[src/hw/rtl/skf_pkg.sv]
// Package for the scalar Kalman filter: widths, microcode word layout and
// saturation helpers. No dependencies.
package skf_pkg;

  localparam int FRAC_BITS_DEF = 16;
  localparam int PROD_W        = 66;  // signed 33x33 product
  localparam int DEN_SPAN      = 64;  // divisor width is DEN_SPAN - FRAC_BITS
  localparam int CFG_IDX_W     = 3;
  localparam int STEP_W        = 5;

  typedef enum logic [3:0] {
    MUL_NONE,
    MUL_AX,    // A * x
    MUL_AA,    // A * A
    MUL_HX1,   // H * x1
    MUL_AAP,   // AA * p
    MUL_P1H,   // p1 * H
    MUL_NH,    // n * H
    MUL_GI,    // g * innovation
    MUL_GH,    // g * H
    MUL_OP1    // (1 - gH) * p1
  } mul_op_t;

  typedef enum logic [3:0] {
    WB_NONE,
    WB_X1,
    WB_AA,
    WB_INNOV,
    WB_P1,
    WB_N,
    WB_D,
    WB_G,
    WB_X,
    WB_ONEM,
    WB_P
  } wb_t;

  typedef enum logic [1:0] {
    HOLD_NONE,
    HOLD_INPUT,  // stay until a measurement arrives
    HOLD_DIV,    // stay while the divider runs
    HOLD_OUT     // stay while the result register is full and stalled
  } hold_t;

  typedef struct packed {
    mul_op_t             mul_op;
    wb_t                 wb;
    logic                take_in;
    logic                div_go;
    logic                emit;
    hold_t               hold_on;
    logic                jump;
    logic [STEP_W-1:0]   target;
  } ctrl_t;

  typedef struct packed {
    logic div_busy;
    logic out_block;
  } stat_t;

  localparam ctrl_t CTRL_NOP = '{
    mul_op:  MUL_NONE,
    wb:      WB_NONE,
    take_in: 1'b0,
    div_go:  1'b0,
    emit:    1'b0,
    hold_on: HOLD_NONE,
    jump:    1'b0,
    target:  '0
  };

  function automatic logic signed [31:0] sat32(input logic signed [PROD_W-1:0] v);
    logic signed [31:0] r;
    if (&v[PROD_W-1:31] || ~|v[PROD_W-1:31]) begin
      r = v[31:0];
    end else if (v[PROD_W-1]) begin
      r = 32'sh8000_0000;
    end else begin
      r = 32'sh7FFF_FFFF;
    end
    return r;
  endfunction

  function automatic logic [30:0] sat_cov(input logic signed [PROD_W-1:0] v);
    logic [30:0] r;
    if (v[PROD_W-1]) begin
      r = '0;
    end else if (|v[PROD_W-2:31]) begin
      r = 31'h7FFF_FFFF;
    end else begin
      r = v[30:0];
    end
    return r;
  endfunction

endpackage

[src/hw/rtl/scalar_kalman_filter.sv]
// Scalar Kalman filter, top level: microcode sequencer plus datapath.
// Depends on skf_pkg, skf_seq, skf_dp (skf_div).
//
// Usage:
//   Measurement channel (meas_valid/meas_stall/measurement): one signed
//   fixed-point sample per transaction. Result channel (res_valid/res_stall/
//   estimate/kalman_gain): one transaction per measurement, in order.
//   Configuration: cfg_write with cfg_index/cfg_data, write only while idle.
//   The bit-serial divider, which produces 32+FRAC_BITS quotient bits for the
//   gain, dominates the processing of a measurement; the rest is microcode
//   steps on one shared multiplier.
//   The result sits in an output register, so a stalled result only holds the
//   sequencer at its last step; the next measurement can still be taken while
//   a result waits. One item is processed at a time.
//   Reset (rst, synchronous) restores the configuration registers to defaults,
//   sets the estimate to 0 and the covariance to 1.0, and empties the output.
module scalar_kalman_filter import skf_pkg::*; #(
  parameter int FRAC_BITS = FRAC_BITS_DEF
) (
  input  logic                  clk,
  input  logic                  rst,
  input  logic                  cfg_write,
  input  logic [CFG_IDX_W-1:0]  cfg_index,
  input  logic [31:0]           cfg_data,
  input  logic                  meas_valid,
  output logic                  meas_stall,
  input  logic signed [31:0]    measurement,
  output logic                  res_valid,
  input  logic                  res_stall,
  output logic signed [31:0]    estimate,
  output logic signed [31:0]    kalman_gain
);

  ctrl_t ctrl;
  stat_t stat;

  skf_seq u_seq (
    .clk        (clk),
    .rst        (rst),
    .meas_valid (meas_valid),
    .stat       (stat),
    .ctrl       (ctrl),
    .meas_stall (meas_stall)
  );

  skf_dp #(
    .FRAC_BITS (FRAC_BITS)
  ) u_dp (
    .clk         (clk),
    .rst         (rst),
    .cfg_write   (cfg_write),
    .cfg_index   (cfg_index),
    .cfg_data    (cfg_data),
    .ctrl        (ctrl),
    .meas_valid  (meas_valid),
    .measurement (measurement),
    .res_stall   (res_stall),
    .stat        (stat),
    .res_valid   (res_valid),
    .estimate    (estimate),
    .kalman_gain (kalman_gain)
  );

endmodule

[src/hw/rtl/skf_div.sv]
// Restoring divider, one quotient bit per cycle, with signed result saturated
// to 32 bits and zero on a zero divisor. Depends on skf_pkg.
module skf_div import skf_pkg::*; #(
  parameter int FRAC_BITS = FRAC_BITS_DEF
) (
  input  logic                                  clk,
  input  logic                                  rst,
  input  logic                                  go,
  input  logic signed [31:0]                    num,
  input  logic signed [DEN_SPAN-FRAC_BITS-1:0]  den,
  output logic                                  busy,
  output logic signed [31:0]                    quo
);

  localparam int D_W   = DEN_SPAN - FRAC_BITS;
  localparam int N_W   = 32 + FRAC_BITS;
  localparam int CNT_W = $clog2(N_W);

  logic [N_W-1:0]   qr;     // dividend shifts out, quotient shifts in
  logic [D_W-1:0]   rem;
  logic [D_W-1:0]   dvs;
  logic             neg;
  logic             zero;
  logic [CNT_W-1:0] cnt;

  logic [31:0]      nmag;
  logic [D_W-1:0]   dmag;
  logic [D_W:0]     rem_sh;
  logic             ge;

  assign nmag   = num[31] ? 32'(-num) : 32'(num);
  assign dmag   = den[D_W-1] ? D_W'(-den) : D_W'(den);
  assign rem_sh = {rem, qr[N_W-1]};
  assign ge     = rem_sh >= {1'b0, dvs};

  always_ff @(posedge clk) begin
    if (rst) begin
      busy <= 1'b0;
      zero <= 1'b1;
    end else if (go) begin
      zero <= (den == '0);
      busy <= (den != '0);
      cnt  <= CNT_W'(N_W - 1);
      qr   <= N_W'(nmag) << FRAC_BITS;
      rem  <= '0;
      dvs  <= dmag;
      neg  <= num[31] ^ den[D_W-1];
    end else if (busy) begin
      rem <= ge ? D_W'(rem_sh - {1'b0, dvs}) : rem_sh[D_W-1:0];
      qr  <= {qr[N_W-2:0], ge};
      cnt <= cnt - CNT_W'(1);
      if (cnt == '0) begin
        busy <= 1'b0;
      end
    end
  end

  always_comb begin
    if (zero) begin
      quo = '0;
    end else if (neg) begin
      quo = (qr > N_W'(32'h8000_0000)) ? 32'sh8000_0000 : 32'(-qr[31:0]);
    end else begin
      quo = (qr > N_W'(32'h7FFF_FFFF)) ? 32'sh7FFF_FFFF : 32'(qr[31:0]);
    end
  end

endmodule

[src/hw/rtl/skf_dp.sv]
// Datapath: configuration registers, filter state, one shared multiplier with
// writeback logic, the divider and the result register. Depends on skf_pkg, skf_div.
module skf_dp import skf_pkg::*; #(
  parameter int FRAC_BITS = FRAC_BITS_DEF
) (
  input  logic                  clk,
  input  logic                  rst,
  input  logic                  cfg_write,
  input  logic [CFG_IDX_W-1:0]  cfg_index,
  input  logic [31:0]           cfg_data,
  input  ctrl_t                 ctrl,
  input  logic                  meas_valid,
  input  logic signed [31:0]    measurement,
  input  logic                  res_stall,
  output stat_t                 stat,
  output logic                  res_valid,
  output logic signed [31:0]    estimate,
  output logic signed [31:0]    kalman_gain
);

  localparam int D_W = DEN_SPAN - FRAC_BITS;
  localparam longint ONE_L = longint'(1) << FRAC_BITS;
  localparam logic [31:0] ONE32   = 32'(ONE_L);
  localparam logic [30:0] Q_RESET = 31'((2 * ONE_L + 50) / 100);
  localparam logic [30:0] R_RESET = 31'((13 * ONE_L + 50) / 100);

  typedef enum logic [CFG_IDX_W-1:0] {
    CFG_TRANS,
    CFG_OBS,
    CFG_QNOISE,
    CFG_RNOISE,
    CFG_INIT_EST,
    CFG_INIT_COV
  } cfg_idx_t;

  logic signed [31:0]       trans_gain;
  logic signed [31:0]       obs_gain;
  logic [30:0]              process_noise;
  logic [30:0]              meas_noise;

  logic signed [31:0]       x;
  logic [30:0]              p;
  logic signed [31:0]       z;
  logic signed [31:0]       x1;
  logic signed [31:0]       aa;
  logic signed [32:0]       innov;
  logic [30:0]              p1;
  logic signed [31:0]       n;
  logic signed [D_W-1:0]    d;
  logic signed [31:0]       g;
  logic signed [32:0]       onem;
  logic signed [PROD_W-1:0] prod;

  logic signed [32:0]       opa;
  logic signed [32:0]       opb;
  logic signed [PROD_W-1:0] sh;
  logic signed [31:0]       sh_sat;
  logic                     div_busy;
  logic signed [31:0]       div_quo;
  logic                     out_block;

  assign sh        = prod >>> FRAC_BITS;
  assign sh_sat    = sat32(sh);
  assign out_block = res_valid & res_stall;
  assign stat      = '{div_busy: div_busy, out_block: out_block};

  // Writes to the init indices are ignored and reset loads the state with fixed
  // defaults, so written init values never reach the state.
  always_ff @(posedge clk) begin
    if (rst) begin
      trans_gain    <= signed'(ONE32);
      obs_gain      <= signed'(ONE32);
      process_noise <= Q_RESET;
      meas_noise    <= R_RESET;
    end else if (cfg_write) begin
      case (cfg_idx_t'(cfg_index))
        CFG_TRANS:    trans_gain    <= cfg_data;
        CFG_OBS:      obs_gain      <= cfg_data;
        CFG_QNOISE:   process_noise <= cfg_data[30:0];
        CFG_RNOISE:   meas_noise    <= cfg_data[30:0];
        CFG_INIT_EST: ;
        CFG_INIT_COV: ;
        default: ;
      endcase
    end
  end

  always_comb begin
    case (ctrl.mul_op)
      MUL_AX:  begin opa = 33'(trans_gain); opb = 33'(x);          end
      MUL_AA:  begin opa = 33'(trans_gain); opb = 33'(trans_gain); end
      MUL_HX1: begin opa = 33'(obs_gain);   opb = 33'(x1);         end
      MUL_AAP: begin opa = 33'(aa);         opb = {2'b00, p};      end
      MUL_P1H: begin opa = {2'b00, p1};     opb = 33'(obs_gain);   end
      MUL_NH:  begin opa = 33'(n);          opb = 33'(obs_gain);   end
      MUL_GI:  begin opa = 33'(g);          opb = innov;           end
      MUL_GH:  begin opa = 33'(g);          opb = 33'(obs_gain);   end
      MUL_OP1: begin opa = onem;            opb = {2'b00, p1};     end
      default: begin opa = '0;              opb = '0;              end
    endcase
  end

  always_ff @(posedge clk) begin
    if (ctrl.mul_op != MUL_NONE) begin
      prod <= opa * opb;
    end
    if (ctrl.take_in && meas_valid) begin
      z <= measurement;
    end
    case (ctrl.wb)
      WB_X1:    x1    <= sh_sat;
      WB_AA:    aa    <= sh_sat;
      WB_INNOV: innov <= 33'(z) - 33'(sh_sat);
      WB_P1:    p1    <= sat_cov(sh + PROD_W'(signed'({1'b0, process_noise})));
      WB_N:     n     <= sh_sat;
      WB_D:     d     <= D_W'(sh + PROD_W'(signed'({1'b0, meas_noise})));
      WB_G:     g     <= div_quo;
      WB_ONEM:  onem  <= 33'(signed'({1'b0, ONE32})) - 33'(sh_sat);
      default: ;
    endcase
  end

  // filter state and result register
  always_ff @(posedge clk) begin
    if (rst) begin
      x         <= '0;
      p         <= ONE32[30:0];
      res_valid <= 1'b0;
    end else begin
      if (ctrl.wb == WB_X) begin
        x <= sat32(sh + PROD_W'(x1));
      end
      if (ctrl.wb == WB_P) begin
        p <= sat_cov(sh);
      end
      if (ctrl.emit && !out_block) begin
        res_valid   <= 1'b1;
        estimate    <= x;
        kalman_gain <= g;
      end else if (!res_stall) begin
        res_valid <= 1'b0;
      end
    end
  end

  skf_div #(
    .FRAC_BITS (FRAC_BITS)
  ) u_div (
    .clk  (clk),
    .rst  (rst),
    .go   (ctrl.div_go),
    .num  (n),
    .den  (d),
    .busy (div_busy),
    .quo  (div_quo)
  );

endmodule

[src/hw/rtl/skf_seq.sv]
// Microcode sequencer: step counter, control store and hold/jump logic.
// Depends on skf_pkg.
module skf_seq import skf_pkg::*; (
  input  logic  clk,
  input  logic  rst,
  input  logic  meas_valid,
  input  stat_t stat,
  output ctrl_t ctrl,
  output logic  meas_stall
);

  localparam logic [STEP_W-1:0] ST_IDLE = '0;

  logic [STEP_W-1:0] step;
  logic [STEP_W-1:0] step_next;
  logic              hold;

  function automatic ctrl_t ucode(input logic [STEP_W-1:0] s);
    ctrl_t w;
    w = CTRL_NOP;
    case (s)
      5'd0:  begin w.take_in = 1'b1; w.hold_on = HOLD_INPUT; end
      5'd1:  begin w.mul_op = MUL_AX; end
      5'd2:  begin w.wb = WB_X1;    w.mul_op = MUL_AA;  end
      5'd3:  begin w.wb = WB_AA;    w.mul_op = MUL_HX1; end
      5'd4:  begin w.wb = WB_INNOV; w.mul_op = MUL_AAP; end
      5'd5:  begin w.wb = WB_P1; end
      5'd6:  begin w.mul_op = MUL_P1H; end
      5'd7:  begin w.wb = WB_N; end
      5'd8:  begin w.mul_op = MUL_NH; end
      5'd9:  begin w.wb = WB_D; end
      5'd10: begin w.div_go = 1'b1; end
      5'd11: begin w.hold_on = HOLD_DIV; end
      5'd12: begin w.wb = WB_G; end
      5'd13: begin w.mul_op = MUL_GI; end
      5'd14: begin w.wb = WB_X;     w.mul_op = MUL_GH; end
      5'd15: begin w.wb = WB_ONEM; end
      5'd16: begin w.mul_op = MUL_OP1; end
      5'd17: begin
        w.wb      = WB_P;
        w.emit    = 1'b1;
        w.hold_on = HOLD_OUT;
        w.jump    = 1'b1;
        w.target  = ST_IDLE;
      end
      default: begin w.jump = 1'b1; w.target = ST_IDLE; end
    endcase
    return w;
  endfunction

  assign ctrl       = ucode(step);
  assign meas_stall = !ctrl.take_in;

  always_comb begin
    case (ctrl.hold_on)
      HOLD_INPUT: hold = !meas_valid;
      HOLD_DIV:   hold = stat.div_busy;
      HOLD_OUT:   hold = stat.out_block;
      default:    hold = 1'b0;
    endcase
    if (hold) begin
      step_next = step;
    end else if (ctrl.jump) begin
      step_next = ctrl.target;
    end else begin
      step_next = step + STEP_W'(1);
    end
  end

  always_ff @(posedge clk) begin
    if (rst) begin
      step <= ST_IDLE;
    end else begin
      step <= step_next;
    end
  end

endmodule

[config.mk]
export PLATFORM = sky130hd
export DESIGN_NAME = scalar_kalman_filter
export DESIGN_NICKNAME = d
export VERILOG_FILES = /design/src/hw/rtl/skf_pkg.sv /design/src/hw/rtl/scalar_kalman_filter.sv /design/src/hw/rtl/skf_div.sv /design/src/hw/rtl/skf_dp.sv /design/src/hw/rtl/skf_seq.sv
export SDC_FILE = /design/constraint.sdc
export NUM_CORES = 2
export LEC_CHECK = 0
export BUFFER_PORTS_ARGS = -buffer_cell sky130_fd_sc_hd__buf_2
export CAP_MARGIN = 40
export CORE_MARGIN = 2
export CORE_UTILIZATION = 70
export CTS_BUF_LIST = sky130_fd_sc_hd__clkbuf_2 sky130_fd_sc_hd__clkbuf_4 sky130_fd_sc_hd__clkbuf_8
export CTS_CLUSTER_SIZE = 24
export DETAILED_ROUTE_END_ITERATION = 7
export PLACE_DENSITY = 0.88
export SYNTH_ARGS = -nofsm -noshare
export SYNTH_HDL_FRONTEND = slang
export SYNTH_SLANG_ARGS = --single-unit
[constraint.sdc]
create_clock -name clk -period 16.6 [get_ports clk]
set_input_delay 0.83 -clock clk [delete_from_list [all_inputs] [get_ports clk]]
set_output_delay 0.83 -clock clk [all_outputs]
set_load 0.01 [all_outputs]
==> flow_summary.toml <==
[yosys]
ys_ff_latch = 767
ys_seq_area_share_pct = 26.1
synth-edff-count = 570
synth_fa_ha_area_share_pct = 35.0
muxShareOfSynthArea_pct = 0.895
syn_inst = 8609
synth_top_family_by_area = "adder cells"
synthArstFlopShare_pct = 0
yosys.area_share.simple_pct = 14.6
synth_compound_area_share_pct = 11.2
ys_warn_count = 0
ys.flop_type = "edfxtp_1"
synth_area_um2 = 80500
synth_xor_area_share_pct = 3.76
syn_avg_cell_area_um2 = 9.36
synthesis.nets = 10200
yosysUniqueCellTypes = 86

[placed_design]
portBuffers = 137
place_area_um2 = 83400
pre_cts_slack_ns = 4.38
place_congestion = 1.02
placed_cells = 10000
dp_hpwl_um = 208000

[setup_path]
cp_max_fo = 26
crit_top_cell = "fa_1"
critPathLaunchType = "register"
crit_path_top_delay_cell = "dfxtp_1"
worstPathArrival_ns = 13.22
critPathCaptureType = "register"
slowest_delay_ns = 0.83
critical_path_required_ns = 17.14
critPathKind = "register to register"
reg2regPathDepth = 35

[timing]
fin_ws_ns = 3.92
timing.final.crit_period_ns = 12.68
clock_skew_ns = 0.0483
fmax_mhz = 78.9
rsz0062_at_grt = "no"
setup_viol = 0
hold_violations = 0
final.hold.worst_slack_ns = 0.189
worstMarginPinSlew_ns = 1.06
setup_tns_ns = 0
timing.final.max_slew_violations = 0
layout_worst_path_cycle_share_pct = 76.4
relSlewSlack_pct = 28.7

[pwr]
power.share.sequential_pct = 33.5
p_sw_mw = 3.42
switching_share_pct = 43.2
leakagePower_nw = 39.0
p_comb_share_pct = 43.3
p_int_mw = 4.50
powerDensity_nw_per_um2 = 92.0
clkPwrFrac_pct = 23.2
vdd_drop_max_uv = 117

[clock_network]
post_cts_resized = 0
clkSinkCount = 767
cts_tree = "done"
path_clk_slew_ns = 0.07
numCtsBuffers = 121
post-cts-setup-buffer-count = 0
htreeDepth = 3
cts.path.max_buffers = 3
cts-hold-fix-buffers = 0
insertion_delay_ns = 0.82
cts-root-buf = "clkbuf_8"

[global_routing]
grt_pass1_wl_um = 407000
groute.usage.overall_pct = 46.5
grt_pass1_vias = 68200
antenna_found_initial = 11
overflow = 0
grt_start_max_net_pins = 75

[flow_run]
max_cap_viol_count = 0

[cells_and_area]
multi_input_area_um2 = 53100
drive_gt1_share_pct = 7.39
design_area_um2 = 86100
area_delta_synth_final_pct = 6.95
register_area_um2 = 21100
fin_nets = 10300
fillers = 7950
final_cell_mix = "inv_1 (1369), fa_1 (1149), nand2_1 (1091), nor2_1 (906), edfxtp_1 (570)"
layout_commonest_cell = "inv_1"
final_cells = 10300

[drt]
wire_per_inst_um = 26.3
ant_nets = 0
drtIter0Drc = 9249
viasPerCell = 6.56
vias = 67300
drc = 0
drtPass1Iterations = 8
finalWirelength_um = 270000

[floorplanning]
die_w_um = 343
core_area_um2 = 114000
fp-row-count = 124
initial_core_util_pct = 70.5
dieArea_um2 = 118000
die_h_um = 343
io_pins = 138

[worst_hold_path]
hp-class = "input pin to register"
holdPathStages = 1

[status]
status = "finished clean"
worst max-delay path, delay by kind of cell, from the launching register on:
family                     cells  cell delay (ns)
and+or+nand+nor                9             2.32
buffers and inverters          7             1.59
DFF                            1             0.83
adders and majority gates      9             4.67
xor gates and xnor gates       1             0.09
AOI/OAI and AO/OA              9             2.84
cell type report:
type | count | share of cell area, %
multi-input combinational | 6055 | 61.6
clock buffer | 174 | 2.58
sequential | 767 | 24.4
tap | 1512 | 2.20
timing repair buffer | 308 | 2.58
clock inverter | 55 | 0.601
inverter | 1372 | 5.98
antenna | 8 | 0.0232
routing by layer:
| metal | share of wire [%] | global-route usage, % |
|---|---|---|
| met1 | 34 | 60.3 |
| met2 | 43 | 68.3 |
| met3 | 15 | 14.7 |
| met4 | 8.0 | 29.3 |
| met5 | 0.013 | 0 |
stage by stage:
| step | power [mW] | util [%] |
|---|---|---|
| floorplan | 4.76 | - |
| global placement | 5.85 | 72.6 |
| detailed placement | 5.94 | 73.0 |
| CTS | 7.75 | 75.4 |
| global route | 8.20 | 75.4 |
| finish | 7.92 | 75.4 |
worst paths after layout:
kind                                    start                          endpoint  slack, ns
max reg2reg        u_seq.step[2]$_SDFFE_PP0N_           u_dp.prod[64]$_DFFE_PP_       3.92
min                            measurement[0]               u_dp.z[0]$_DFFE_PP_       0.19
min reg2reg  u_dp.meas_noise[23]$_SDFFE_PP0P_  u_dp.meas_noise[23]$_SDFFE_PP0P_       0.46
max                u_seq.step[2]$_SDFFE_PP0N_           u_dp.prod[64]$_DFFE_PP_       3.92
cell families after synthesis:
group | Yosys count
AND/OR/NAND/NOR | 2702
adder cells (fa/ha/maj) | 1564
buffers and inverters | 1787
multiplexers | 71
AO/OA/AOI/OAI | 1372
flip-flops | 767
XOR/XNOR | 346
Yosys cell counts, types with 31 or more instances:
| library cell | number | share of area [%] |
|---|---|---|
| xnor2_1 | 242 | 2.6 |
| nor4_1 | 31 | 0.24 |
| and3_1 | 70 | 0.54 |
| ha_1 | 415 | 6.4 |
| o21a_1 | 64 | 0.60 |
| o31ai_1 | 40 | 0.37 |
| a22oi_1 | 33 | 0.31 |
| a22o_1 | 32 | 0.35 |
| o21bai_1 | 46 | 0.43 |
| o211ai_1 | 33 | 0.31 |
| nand2_1 | 1091 | 5.1 |
| nor2b_1 | 43 | 0.33 |
| nand2b_1 | 47 | 0.37 |
| a21oi_1 | 454 | 2.8 |
| mux2i_1 | 63 | 0.78 |
| clkbuf_1 | 384 | 1.8 |
| nor2_1 | 938 | 4.4 |
| nor3_1 | 106 | 0.66 |
| inv_1 | 1369 | 6.4 |
| dfxtp_1 | 197 | 4.9 |
| a221o_1 | 56 | 0.70 |
| o21ai_0 | 201 | 1.2 |
| a31oi_1 | 33 | 0.26 |
| edfxtp_1 | 570 | 21 |
| nand3_1 | 115 | 0.71 |
| nand4_1 | 47 | 0.37 |
| xor2_1 | 104 | 1.1 |
| and2_1 | 57 | 0.44 |
| a211oi_1 | 37 | 0.34 |
| fa_1 | 1149 | 29 |
| a21o_1 | 173 | 1.6 |
registers in the layout (all words and copies together), names as in the netlist, 33 cells and up:
name,count
u_dp.u_div.rem,48
u_dp.prod,50
u_dp.u_div.qr,48
u_dp.innov,33
u_dp.onem,33
u_dp.u_div.dvs,48
u_dp.d,48
power groups by stage:
stage                     combinational (mW)  sequential (mW)  clock, mW
after floorplan                         2.27             2.49          0
after global placement                  3.16             2.69          0
after detailed placement                3.27             2.67          0
after CTS                               3.29             2.63       1.82
after global routing                    3.65             2.64       1.91
final                                   3.43             2.66       1.83
Note: power is estimated with default switching activity, not from simulation.
